<file path="src/rtl/core/id3fw_pkg.sv">
// ----------------------------------------------------------------------------
// id3fw_pkg
// Types and constants of the tag frame walker.
// ----------------------------------------------------------------------------
package id3fw_pkg;

   localparam int SIZE_BITS_DEFAULT = 28;
   localparam int ACCUM_BITS        = 28;
   localparam int TAG_HDR_LEN       = 10;
   localparam int FRAME_HDR_LEN     = 10;
   localparam int ID_BYTES          = 4;
   localparam int SIZE_END          = 8;
   localparam int QUEUE_DEPTH       = 4;

   localparam logic CSR_TARGET_ID = 1'b0;
   localparam logic CSR_LIST_MODE = 1'b1;

   typedef enum logic [1:0] {
      PH_TAG  = 2'd0,
      PH_HDR  = 2'd1,
      PH_PAY  = 2'd2,
      PH_DONE = 2'd3
   } phase_type;

   typedef enum logic [1:0] {
      KIND_PAYLOAD   = 2'd0,
      KIND_NOT_FOUND = 2'd1,
      KIND_END       = 2'd2,
      KIND_TRUNC     = 2'd3
   } kind_type;

   typedef struct packed {
      logic [7:0] in_byte;
      logic       stream_end;
   } req_type;

   typedef struct packed {
      kind_type    kind;
      logic [31:0] frame_id;
      logic [7:0]  frame_index;
      logic [7:0]  value_byte;
      logic        last_of_frame;
   } rsp_type;

endpackage

</file>
<file path="src/rtl/core/id3v2_frame_walker.sv">
// ----------------------------------------------------------------------------
// id3v2_frame_walker
// Walks the frames of a tagged audio stream one byte at a time and emits
// frame payload bytes (extract or list mode) and end-of-walk results.
// ----------------------------------------------------------------------------
//  channel   direction  handshake             payload
//  req_      in         req_valid/req_stall   req_data (in_byte, stream_end)
//  rsp_      out        rsp_valid/rsp_stall   rsp_data (kind .. last_of_frame)
//  csr_      in         csr_we                csr_index, csr_wdata
//
//  One byte per cycle while req_stall is low. A byte is decoded in the
//  cycle it is taken and its zero, one or two results are registered in a
//  four-entry result queue. req_stall rises while fewer than two queue entries
//  are free. Synchronous reset clears the walk state, the registers and the
//  queue; stream_end returns the walk state to its reset values.
// ----------------------------------------------------------------------------
module id3v2_frame_walker
   import id3fw_pkg::*;
#(
   parameter int SIZE_BITS = SIZE_BITS_DEFAULT
) (
   input  logic        clock,
   input  logic        reset,
   input  logic        req_valid,
   output logic        req_stall,
   input  req_type     req_data,
   output logic        rsp_valid,
   input  logic        rsp_stall,
   output rsp_type     rsp_data,
   input  logic        csr_we,
   input  logic        csr_index,
   input  logic [31:0] csr_wdata
);

   localparam int QPTR_BITS = $clog2(QUEUE_DEPTH);
   localparam int QCNT_BITS = $clog2(QUEUE_DEPTH + 1);
   localparam logic [QCNT_BITS-1:0] QCNT_MAX_ACCEPT = QCNT_BITS'(QUEUE_DEPTH - 2);

   logic [31:0]           target_id_ff;
   logic                  list_mode_ff;

   phase_type             phase_ff, phase_in;
   logic [3:0]            header_count_ff, header_count_in;
   logic [31:0]           id_shift_ff, id_shift_in;
   logic [ACCUM_BITS-1:0] size_accum_ff, size_accum_in;
   logic [SIZE_BITS-1:0]  remaining_ff, remaining_in;
   logic                  matched_ff, matched_in;
   logic [7:0]            frame_count_ff, frame_count_in;

   rsp_type               q_ff [QUEUE_DEPTH];
   logic [QPTR_BITS-1:0]  wr_ptr_ff, wr_ptr_in;
   logic [QPTR_BITS-1:0]  rd_ptr_ff, rd_ptr_in;
   logic [QCNT_BITS-1:0]  count_ff, count_in;

   logic                  accept;
   logic                  pop;
   logic                  has_a, has_b;
   rsp_type               res_a, res_b;
   logic [SIZE_BITS-1:0]  size_sat;
   logic [1:0]            n_push;
   kind_type              end_kind;

   assign accept    = req_valid && !req_stall;
   assign req_stall = count_ff > QCNT_MAX_ACCEPT;
   assign rsp_valid = count_ff != '0;
   assign rsp_data  = q_ff[rd_ptr_ff];
   assign pop       = rsp_valid && !rsp_stall;
   assign end_kind  = list_mode_ff ? KIND_END : KIND_NOT_FOUND;

   always_comb begin
      phase_in        = phase_ff;
      header_count_in = header_count_ff;
      id_shift_in     = id_shift_ff;
      size_accum_in   = size_accum_ff;
      remaining_in    = remaining_ff;
      matched_in      = matched_ff;
      frame_count_in  = frame_count_ff;
      has_a           = 1'b0;
      has_b           = 1'b0;
      res_a           = '{KIND_PAYLOAD, 32'd0, 8'd0, 8'd0, 1'b0};
      res_b           = '{KIND_PAYLOAD, 32'd0, 8'd0, 8'd0, 1'b0};
      size_sat        = '0;

      unique case (phase_ff)
         PH_TAG: begin
            if (header_count_ff == 4'(TAG_HDR_LEN - 1)) begin
               header_count_in = '0;
               phase_in        = PH_HDR;
            end else begin
               header_count_in = header_count_ff + 4'd1;
            end
         end
         PH_HDR: begin
            if (header_count_ff == '0) begin
               id_shift_in   = '0;
               size_accum_in = '0;
            end
            if (header_count_ff < 4'(ID_BYTES)) begin
               id_shift_in = {id_shift_in[23:0], req_data.in_byte};
            end else if (header_count_ff < 4'(SIZE_END)) begin
               size_accum_in = {size_accum_in[ACCUM_BITS-8:0], req_data.in_byte[6:0]};
            end
            if ((size_accum_in >> SIZE_BITS) != '0) begin
               size_sat = '1;
            end else begin
               size_sat = size_accum_in[SIZE_BITS-1:0];
            end
            if (header_count_ff == 4'(FRAME_HDR_LEN - 1)) begin
               header_count_in = '0;
               if (size_sat == '0) begin
                  has_a    = 1'b1;
                  res_a    = '{end_kind, 32'd0, frame_count_ff, 8'd0, 1'b0};
                  phase_in = PH_DONE;
               end else begin
                  remaining_in = size_sat;
                  matched_in   = id_shift_in == target_id_ff;
                  phase_in     = PH_PAY;
               end
            end else begin
               header_count_in = header_count_ff + 4'd1;
            end
         end
         PH_PAY: begin
            remaining_in = remaining_ff - 1'b1;
            if (list_mode_ff || matched_ff) begin
               has_a = 1'b1;
               res_a = '{KIND_PAYLOAD, id_shift_ff, frame_count_ff, req_data.in_byte,
                         remaining_in == '0};
            end
            if (remaining_in == '0) begin
               if (!list_mode_ff && matched_ff) begin
                  phase_in = PH_DONE;
               end else begin
                  phase_in        = PH_HDR;
                  header_count_in = '0;
               end
               if (frame_count_ff != 8'hFF) begin
                  frame_count_in = frame_count_ff + 8'd1;
               end
            end
         end
         PH_DONE: begin
         end
         default: begin
         end
      endcase

      if (req_data.stream_end) begin
         if (phase_in != PH_DONE) begin
            has_b = 1'b1;
            if (phase_in == PH_HDR && header_count_in == '0) begin
               res_b = '{end_kind, 32'd0, frame_count_in, 8'd0, 1'b0};
            end else begin
               res_b = '{KIND_TRUNC, 32'd0, frame_count_in, 8'd0, 1'b0};
            end
         end
         phase_in        = PH_TAG;
         header_count_in = '0;
         id_shift_in     = '0;
         size_accum_in   = '0;
         remaining_in    = '0;
         matched_in      = 1'b0;
         frame_count_in  = '0;
      end
   end

   always_comb begin
      n_push    = {1'b0, has_a} + {1'b0, has_b};
      if (!accept) begin
         n_push = '0;
      end
      wr_ptr_in = wr_ptr_ff + QPTR_BITS'(n_push);
      rd_ptr_in = rd_ptr_ff + QPTR_BITS'(pop);
      count_in  = count_ff + QCNT_BITS'(n_push) - QCNT_BITS'(pop);
   end

   always_ff @(posedge clock) begin
      if (reset) begin
         target_id_ff <= '0;
         list_mode_ff <= 1'b0;
      end else if (csr_we) begin
         unique case (csr_index)
            CSR_TARGET_ID: target_id_ff <= csr_wdata;
            CSR_LIST_MODE: list_mode_ff <= csr_wdata[0];
            default: begin
            end
         endcase
      end
   end

   always_ff @(posedge clock) begin
      if (reset) begin
         phase_ff        <= PH_TAG;
         header_count_ff <= '0;
         id_shift_ff     <= '0;
         size_accum_ff   <= '0;
         remaining_ff    <= '0;
         matched_ff      <= 1'b0;
         frame_count_ff  <= '0;
      end else if (accept) begin
         phase_ff        <= phase_in;
         header_count_ff <= header_count_in;
         id_shift_ff     <= id_shift_in;
         size_accum_ff   <= size_accum_in;
         remaining_ff    <= remaining_in;
         matched_ff      <= matched_in;
         frame_count_ff  <= frame_count_in;
      end
   end

   always_ff @(posedge clock) begin
      if (reset) begin
         wr_ptr_ff <= '0;
         rd_ptr_ff <= '0;
         count_ff  <= '0;
      end else begin
         wr_ptr_ff <= wr_ptr_in;
         rd_ptr_ff <= rd_ptr_in;
         count_ff  <= count_in;
      end
   end

   always_ff @(posedge clock) begin
      if (accept) begin
         if (has_a) begin
            q_ff[wr_ptr_ff] <= res_a;
            if (has_b) begin
               q_ff[wr_ptr_ff + QPTR_BITS'(1)] <= res_b;
            end
         end else if (has_b) begin
            q_ff[wr_ptr_ff] <= res_b;
         end
      end
   end

endmodule
</file>
<file path="config.mk">
export PLATFORM = sky130hd
export DESIGN_NAME = id3v2_frame_walker
export DESIGN_NICKNAME = d
export VERILOG_FILES = /design/src/rtl/core/id3fw_pkg.sv /design/src/rtl/core/id3v2_frame_walker.sv
export SDC_FILE = /design/constraint.sdc
export NUM_CORES = 1
export LEC_CHECK = 0
export BUFFER_PORTS_ARGS = -buffer_cell sky130_fd_sc_hd__buf_4
export CELL_PAD_IN_SITES_DETAIL_PLACEMENT = 0
export CELL_PAD_IN_SITES_GLOBAL_PLACEMENT = 1
export CORE_ASPECT_RATIO = 0.7
export CORE_UTILIZATION = 50
export CTS_CLUSTER_DIAMETER = 40
export DETAILED_ROUTE_END_ITERATION = 16
export GPL_TIMING_DRIVEN = 0
export HOLD_SLACK_MARGIN = 0.08
export PLACE_DENSITY = 0.95
export SLEW_MARGIN = 10
export SYNTH_ARGS = -nofsm -noshare
export SYNTH_HDL_FRONTEND = slang
export SYNTH_SLANG_ARGS = --single-unit
</file>
<file path="constraint.sdc">
create_clock -name clock -period 12.9 [get_ports clock]
set_clock_uncertainty 0.15 [all_clocks]
set_input_delay 1.935 -clock clock [delete_from_list [all_inputs] [get_ports clock]]
set_output_delay 1.935 -clock clock [all_outputs]
set_load 0.005 [all_outputs]
</file>
==> metrics.md <==
| Metric | Value |
|---|---|
| Cell area power density | 134 nW/µm² |
| Number of fill cells | 3,088 |
| DR vias | 17,100 |
| Proportion of register bits with asynchronous set or reset after synthesis | 0% |
| Max stage delay cell, worst path | sky130_fd_sc_hd__or4_1 |
| Worst path bufs/invs | 6 |
| Pin count of the biggest net entering global routing | 14 |
| Count of cell types in the netlist | 77 |
| Count of buffers added by post-CTS timing repair for setup | 0 |
| Number of synthesized flops with an enable pin | 40 |
| Quantity of gates resized following cts | 0 |
| Run status | finished, final reports clean |
| Critical Path Start Type | input pin |
| Syn Inst Count | ~2,100 |
| Vias per inst | 6.30 |
| Final weighted congestion in routability-driven placement | 0.958 |
| Remaining antenna violation count after routing | 0 |
| Number of cell rows | 56 |
| Portion of the post-synthesis area used by sequential elements | between 40% and 50% |
| Skew-Pair Late Insertion Delay | approximately 0.56 ns |
| Max cap viols | 0 |
| Clock root cell | sky130_fd_sc_hd__clkbuf_16 |
| Setup ws final | 5.65 ns |
| Count of nets after finishing | 2,281 |
| Family with the most delay on the worst path | buffers and inverters |
| Drt total wl | 60,400 µm |
| Wire length of the first global-routing pass | 92,100 µm |
| IR Drop Worst-Case VDD | 0.0816 mV |
| Chain of cells forming the critical path | clkbuf_1, or4_1, o31ai_1, and4_1, o31ai_1, o21a_1, a21oi_2, clkinv_2, buf_6, ha_1, nor2_1, o21ai_0, nand3_1, clkbuf_1, clkbuf_1, o21ai_1, buf_4 |
| Slew @ Worst Pin | ~1.2 ns |
| Data arrival time of the critical path | 7.41 ns |
| Clock H-tree levels | 2 |
| Number of global-route vias before repair | 15,900 |
| DP HPWL | ~44,000 µm |
| Worst hold-check slack | 0.303 ns |
| Longest individual stage delay on the worst path | 0.60 ns |
| Number of detailed-routing iterations run before antenna repair | 6 |
| Number of buffers inserted during clock tree synthesis | 43 |
| Multiplexer area fraction after synthesis | 7.51% |
| Commonest register cell after synthesis | sky130_fd_sc_hd__dfxtp_1 |
| Final core utilization | 59.4% |
| Post-route setup TNS | 0 ns |
| Buffer depth of the longest clock path | 3 |
| Antenna violations before repair | 1 |
| Kind of critical path | input pin to flop |
| Average instance area after synthesis | 8.35 µm² |
| Layout cells sized above 1 | 11.3% |
| Setup repair after global routing missed its margin | false |
| Area Growth Syn to Fin | 15.6% |
| CTS tree | yes |
| Cell occurring most often along the worst timing path | sky130_fd_sc_hd__clkbuf_1 |
| Synthesized net count | around 2,100 |
| Syn. warnings | 0 |
| Critical path required time | between 10 and 15 ns |
| Die height | approximately 160 µm |
| Tot GR Track Use | 33.8% |
| Share of the cycle needed by the critical path after routing | a little under three fifths |
| Setup slack at placement | 5.32 ns |
| Horiz. Die Dim | 225 µm |
| Total of flip-flops plus latches after synthesis | ~350 |
| Number of ports placed on the die boundary | 100 |
| Slew Limit Fails | 0 |
| IO Port Bufs | 92 |
| Commonest non-fill, non-tap cell in the layout | sky130_fd_sc_hd__dfxtp_1 |
| Post-Synthesis Cell Area | 17,300 µm² |
| Clock sinks | roughly 350 |
| Maximum clock rate | ~0.14 GHz |
| Compound-Gate Fraction of Synth Area | 17.9% |
| Violation count after the first detailed-routing iteration | 2,462 |
| Total DRC errors in the routed layout | 0 |
| Routed length per placed instance | 22.2 µm |
| Kind of capture point of the worst setup path | flop |
| Time the final worst path needs with I/O delays and setup | 7.25 ns |
| Endpoints failing hold | 0 |
| Leak pwr | 0.00679 µW |
| HP Class | flop to flop |
| Post-CTS Hold Fix Bufs | 0 |
| Placed insts | 2,635 |
| Xor and xnor area share after synthesis | 2.93% |
| Number of failing setup endpoints in the final timing report | 0 |
| Residual overflow from global routing | 0 |
| Simple-Gate Fraction of Synth Area | a little under a quarter |
| Clock slew at reported path FFs | about 0.06 ns |
| Worst rel slew slack | 17.8% |
| Area of the core region | 33,800 µm² |
| Main combinational cell family by area after synthesis | simple AND/OR/NAND/NOR gates |
| Post-Synth Adder-Cell Area | 1.34% |
| Highest-count cells in the layout ignoring fill and taps | sky130_fd_sc_hd__dfxtp_1 (307), sky130_fd_sc_hd__a21oi_1 (292), sky130_fd_sc_hd__nand2_1 (284), sky130_fd_sc_hd__nor2_1 (198), sky130_fd_sc_hd__nand3_1 (189) |
| Reg area | 7350 µm² |
| Die footprint | 35,400 µm² |
| Highest net fanout along the worst path | 11 |
| Combined area of the multi-input logic cells | approximately 9000 µm² |
| Non-filler cells in the finished layout | 2,715 |
| Starting density of the core | about half |
flip-flops by register name, summed over array words and instances (netlist names), 3 cells and up:
register	flops
q_ff	204
id_shift_ff	32
target_id_ff	32
remaining_ff	28
size_accum_ff	28
frame_count_ff	8
header_count_ff	4
count_ff	3
logic make-up (layout without fill, tap and decap cells):
logic type | after synthesis | in the layout
compound gates | 526 | 526
xor+xnor | 58 | 58
fa+ha+maj | 18 | 18
buf+inv | 211 | 385
flops | 347 | 347
mux | 66 | 66
other cells | 0 | 1
simple gates | 850 | 850
layer usage:
metal / global-route usage, % / vias to the layer above / wire [µm] / share of wire (%)
met5: 0 / - / 0 / 0
met4: 9.23 / 0 / 1320 / 2.2
met3: 7.76 / 98 / 7710 / 13
met2: 49.3 / 1077 / 25200 / 42
met1: 49.8 / 8190 / 26100 / 43
li1: - / 7733 / - / -
power by group:
group	leakage [µW]	switching (µW)	internal, µW
Sequential	0.00286	10.8	1110
Clock	0.000683	505	697
Combinational	0.00325	236	134
Total	0.00679	751	1940
synth_stat cells, types with 4 or more instances:
cell                          n  area (µm²)
sky130_fd_sc_hd__xor2_1       9        78.8
sky130_fd_sc_hd__dfxtp_1    307        6150
sky130_fd_sc_hd__nand3_1    189         946
sky130_fd_sc_hd__nor2b_1     11        68.8
sky130_fd_sc_hd__or4_1        5        37.5
sky130_fd_sc_hd__buf_2        4        20.0
sky130_fd_sc_hd__a2111oi_0   12         105
sky130_fd_sc_hd__o31ai_1      4        30.0
sky130_fd_sc_hd__mux4_2      51        1150
sky130_fd_sc_hd__and3_1      13        81.3
sky130_fd_sc_hd__or3_1        8        50.1
sky130_fd_sc_hd__nand2b_1    10        62.6
sky130_fd_sc_hd__and2_1       5        31.3
sky130_fd_sc_hd__buf_1       16        60.1
sky130_fd_sc_hd__o21ai_0     73         365
sky130_fd_sc_hd__nand2_1    284        1070
sky130_fd_sc_hd__a221oi_1    11        96.3
sky130_fd_sc_hd__o211ai_1     7        52.6
sky130_fd_sc_hd__a22o_1      17         149
sky130_fd_sc_hd__a21oi_1    292        1460
sky130_fd_sc_hd__a21o_1       4        30.0
sky130_fd_sc_hd__inv_1       18        67.6
sky130_fd_sc_hd__o22ai_1     21         131
sky130_fd_sc_hd__nand4_1     19         119
sky130_fd_sc_hd__nor3_1      27         135
sky130_fd_sc_hd__nor2_1     198         743
sky130_fd_sc_hd__a32oi_1      4        35.0
sky130_fd_sc_hd__xnor2_1     49         429
sky130_fd_sc_hd__o31ai_2      4        50.1
sky130_fd_sc_hd__nor4_1      23         144
sky130_fd_sc_hd__edfxtp_1    40        1200
sky130_fd_sc_hd__nor3b_1     29         218
sky130_fd_sc_hd__ha_1        17         213
sky130_fd_sc_hd__clkbuf_1   166         623
sky130_fd_sc_hd__a22oi_1     48         360
sky130_fd_sc_hd__mux2i_1     12         120
layout make-up:
type	instances	area share [%]
flip-flops and latches	347	36.7
well taps	464	2.90
multi-input cells	1518	45.7
clock inverters	24	1.21
inverters	19	0.362
clock buffers	55	5.85
repair buffers	95	3.56
plain buffers	192	3.78
diodes	1	0.0125
stage by stage:
stage	total power [µW]	area (µm²)
4_1_cts	2690	20000
5_1_grt	2770	20000
6_report	2690	20000
3_3_place_gp	1500	18600
2_1_floorplan	1370	17300
3_5_place_dp	1510	18600
path summary, 6_finish.rpt:
| kind | start | to | slack [ns] | depth (start not counted) |
|---|---|---|---|---|
| worst max register to register | remaining_ff[0] | q_ff[2][12] | 6.14 | 20 |
| worst min register to register | q_ff[2][35] | q_ff[2][35] | 0.30 | 2 |
| worst min-delay path | q_ff[2][35] | q_ff[2][35] | 0.30 | 2 |
| worst max-delay path | req_data[6] | q_ff[2][12] | 5.65 | 17 |
worst reg2reg max path, stage by stage (launching register included):
cell,delay (ns)
sky130_fd_sc_hd__dfxtp_1,0.36
sky130_fd_sc_hd__inv_1,0.10
sky130_fd_sc_hd__ha_1,0.15
sky130_fd_sc_hd__buf_2,0.20
sky130_fd_sc_hd__nor3b_4,0.37
sky130_fd_sc_hd__nand4_2,0.20
sky130_fd_sc_hd__or4_4,0.49
sky130_fd_sc_hd__a2111o_1,0.53
sky130_fd_sc_hd__nor4_2,0.39
sky130_fd_sc_hd__a2111oi_2,0.11
sky130_fd_sc_hd__a21oi_2,0.47
sky130_fd_sc_hd__clkinv_2,0.24
sky130_fd_sc_hd__buf_6,0.21
sky130_fd_sc_hd__ha_1,0.28
sky130_fd_sc_hd__nor2_1,0.14
sky130_fd_sc_hd__o21ai_0,0.17
sky130_fd_sc_hd__nand3_1,0.31
sky130_fd_sc_hd__clkbuf_1,0.50
sky130_fd_sc_hd__clkbuf_1,0.50
sky130_fd_sc_hd__o21ai_1,0.34
sky130_fd_sc_hd__buf_4,0.27
No activity file was read; power rests on OpenSTA's default activity.
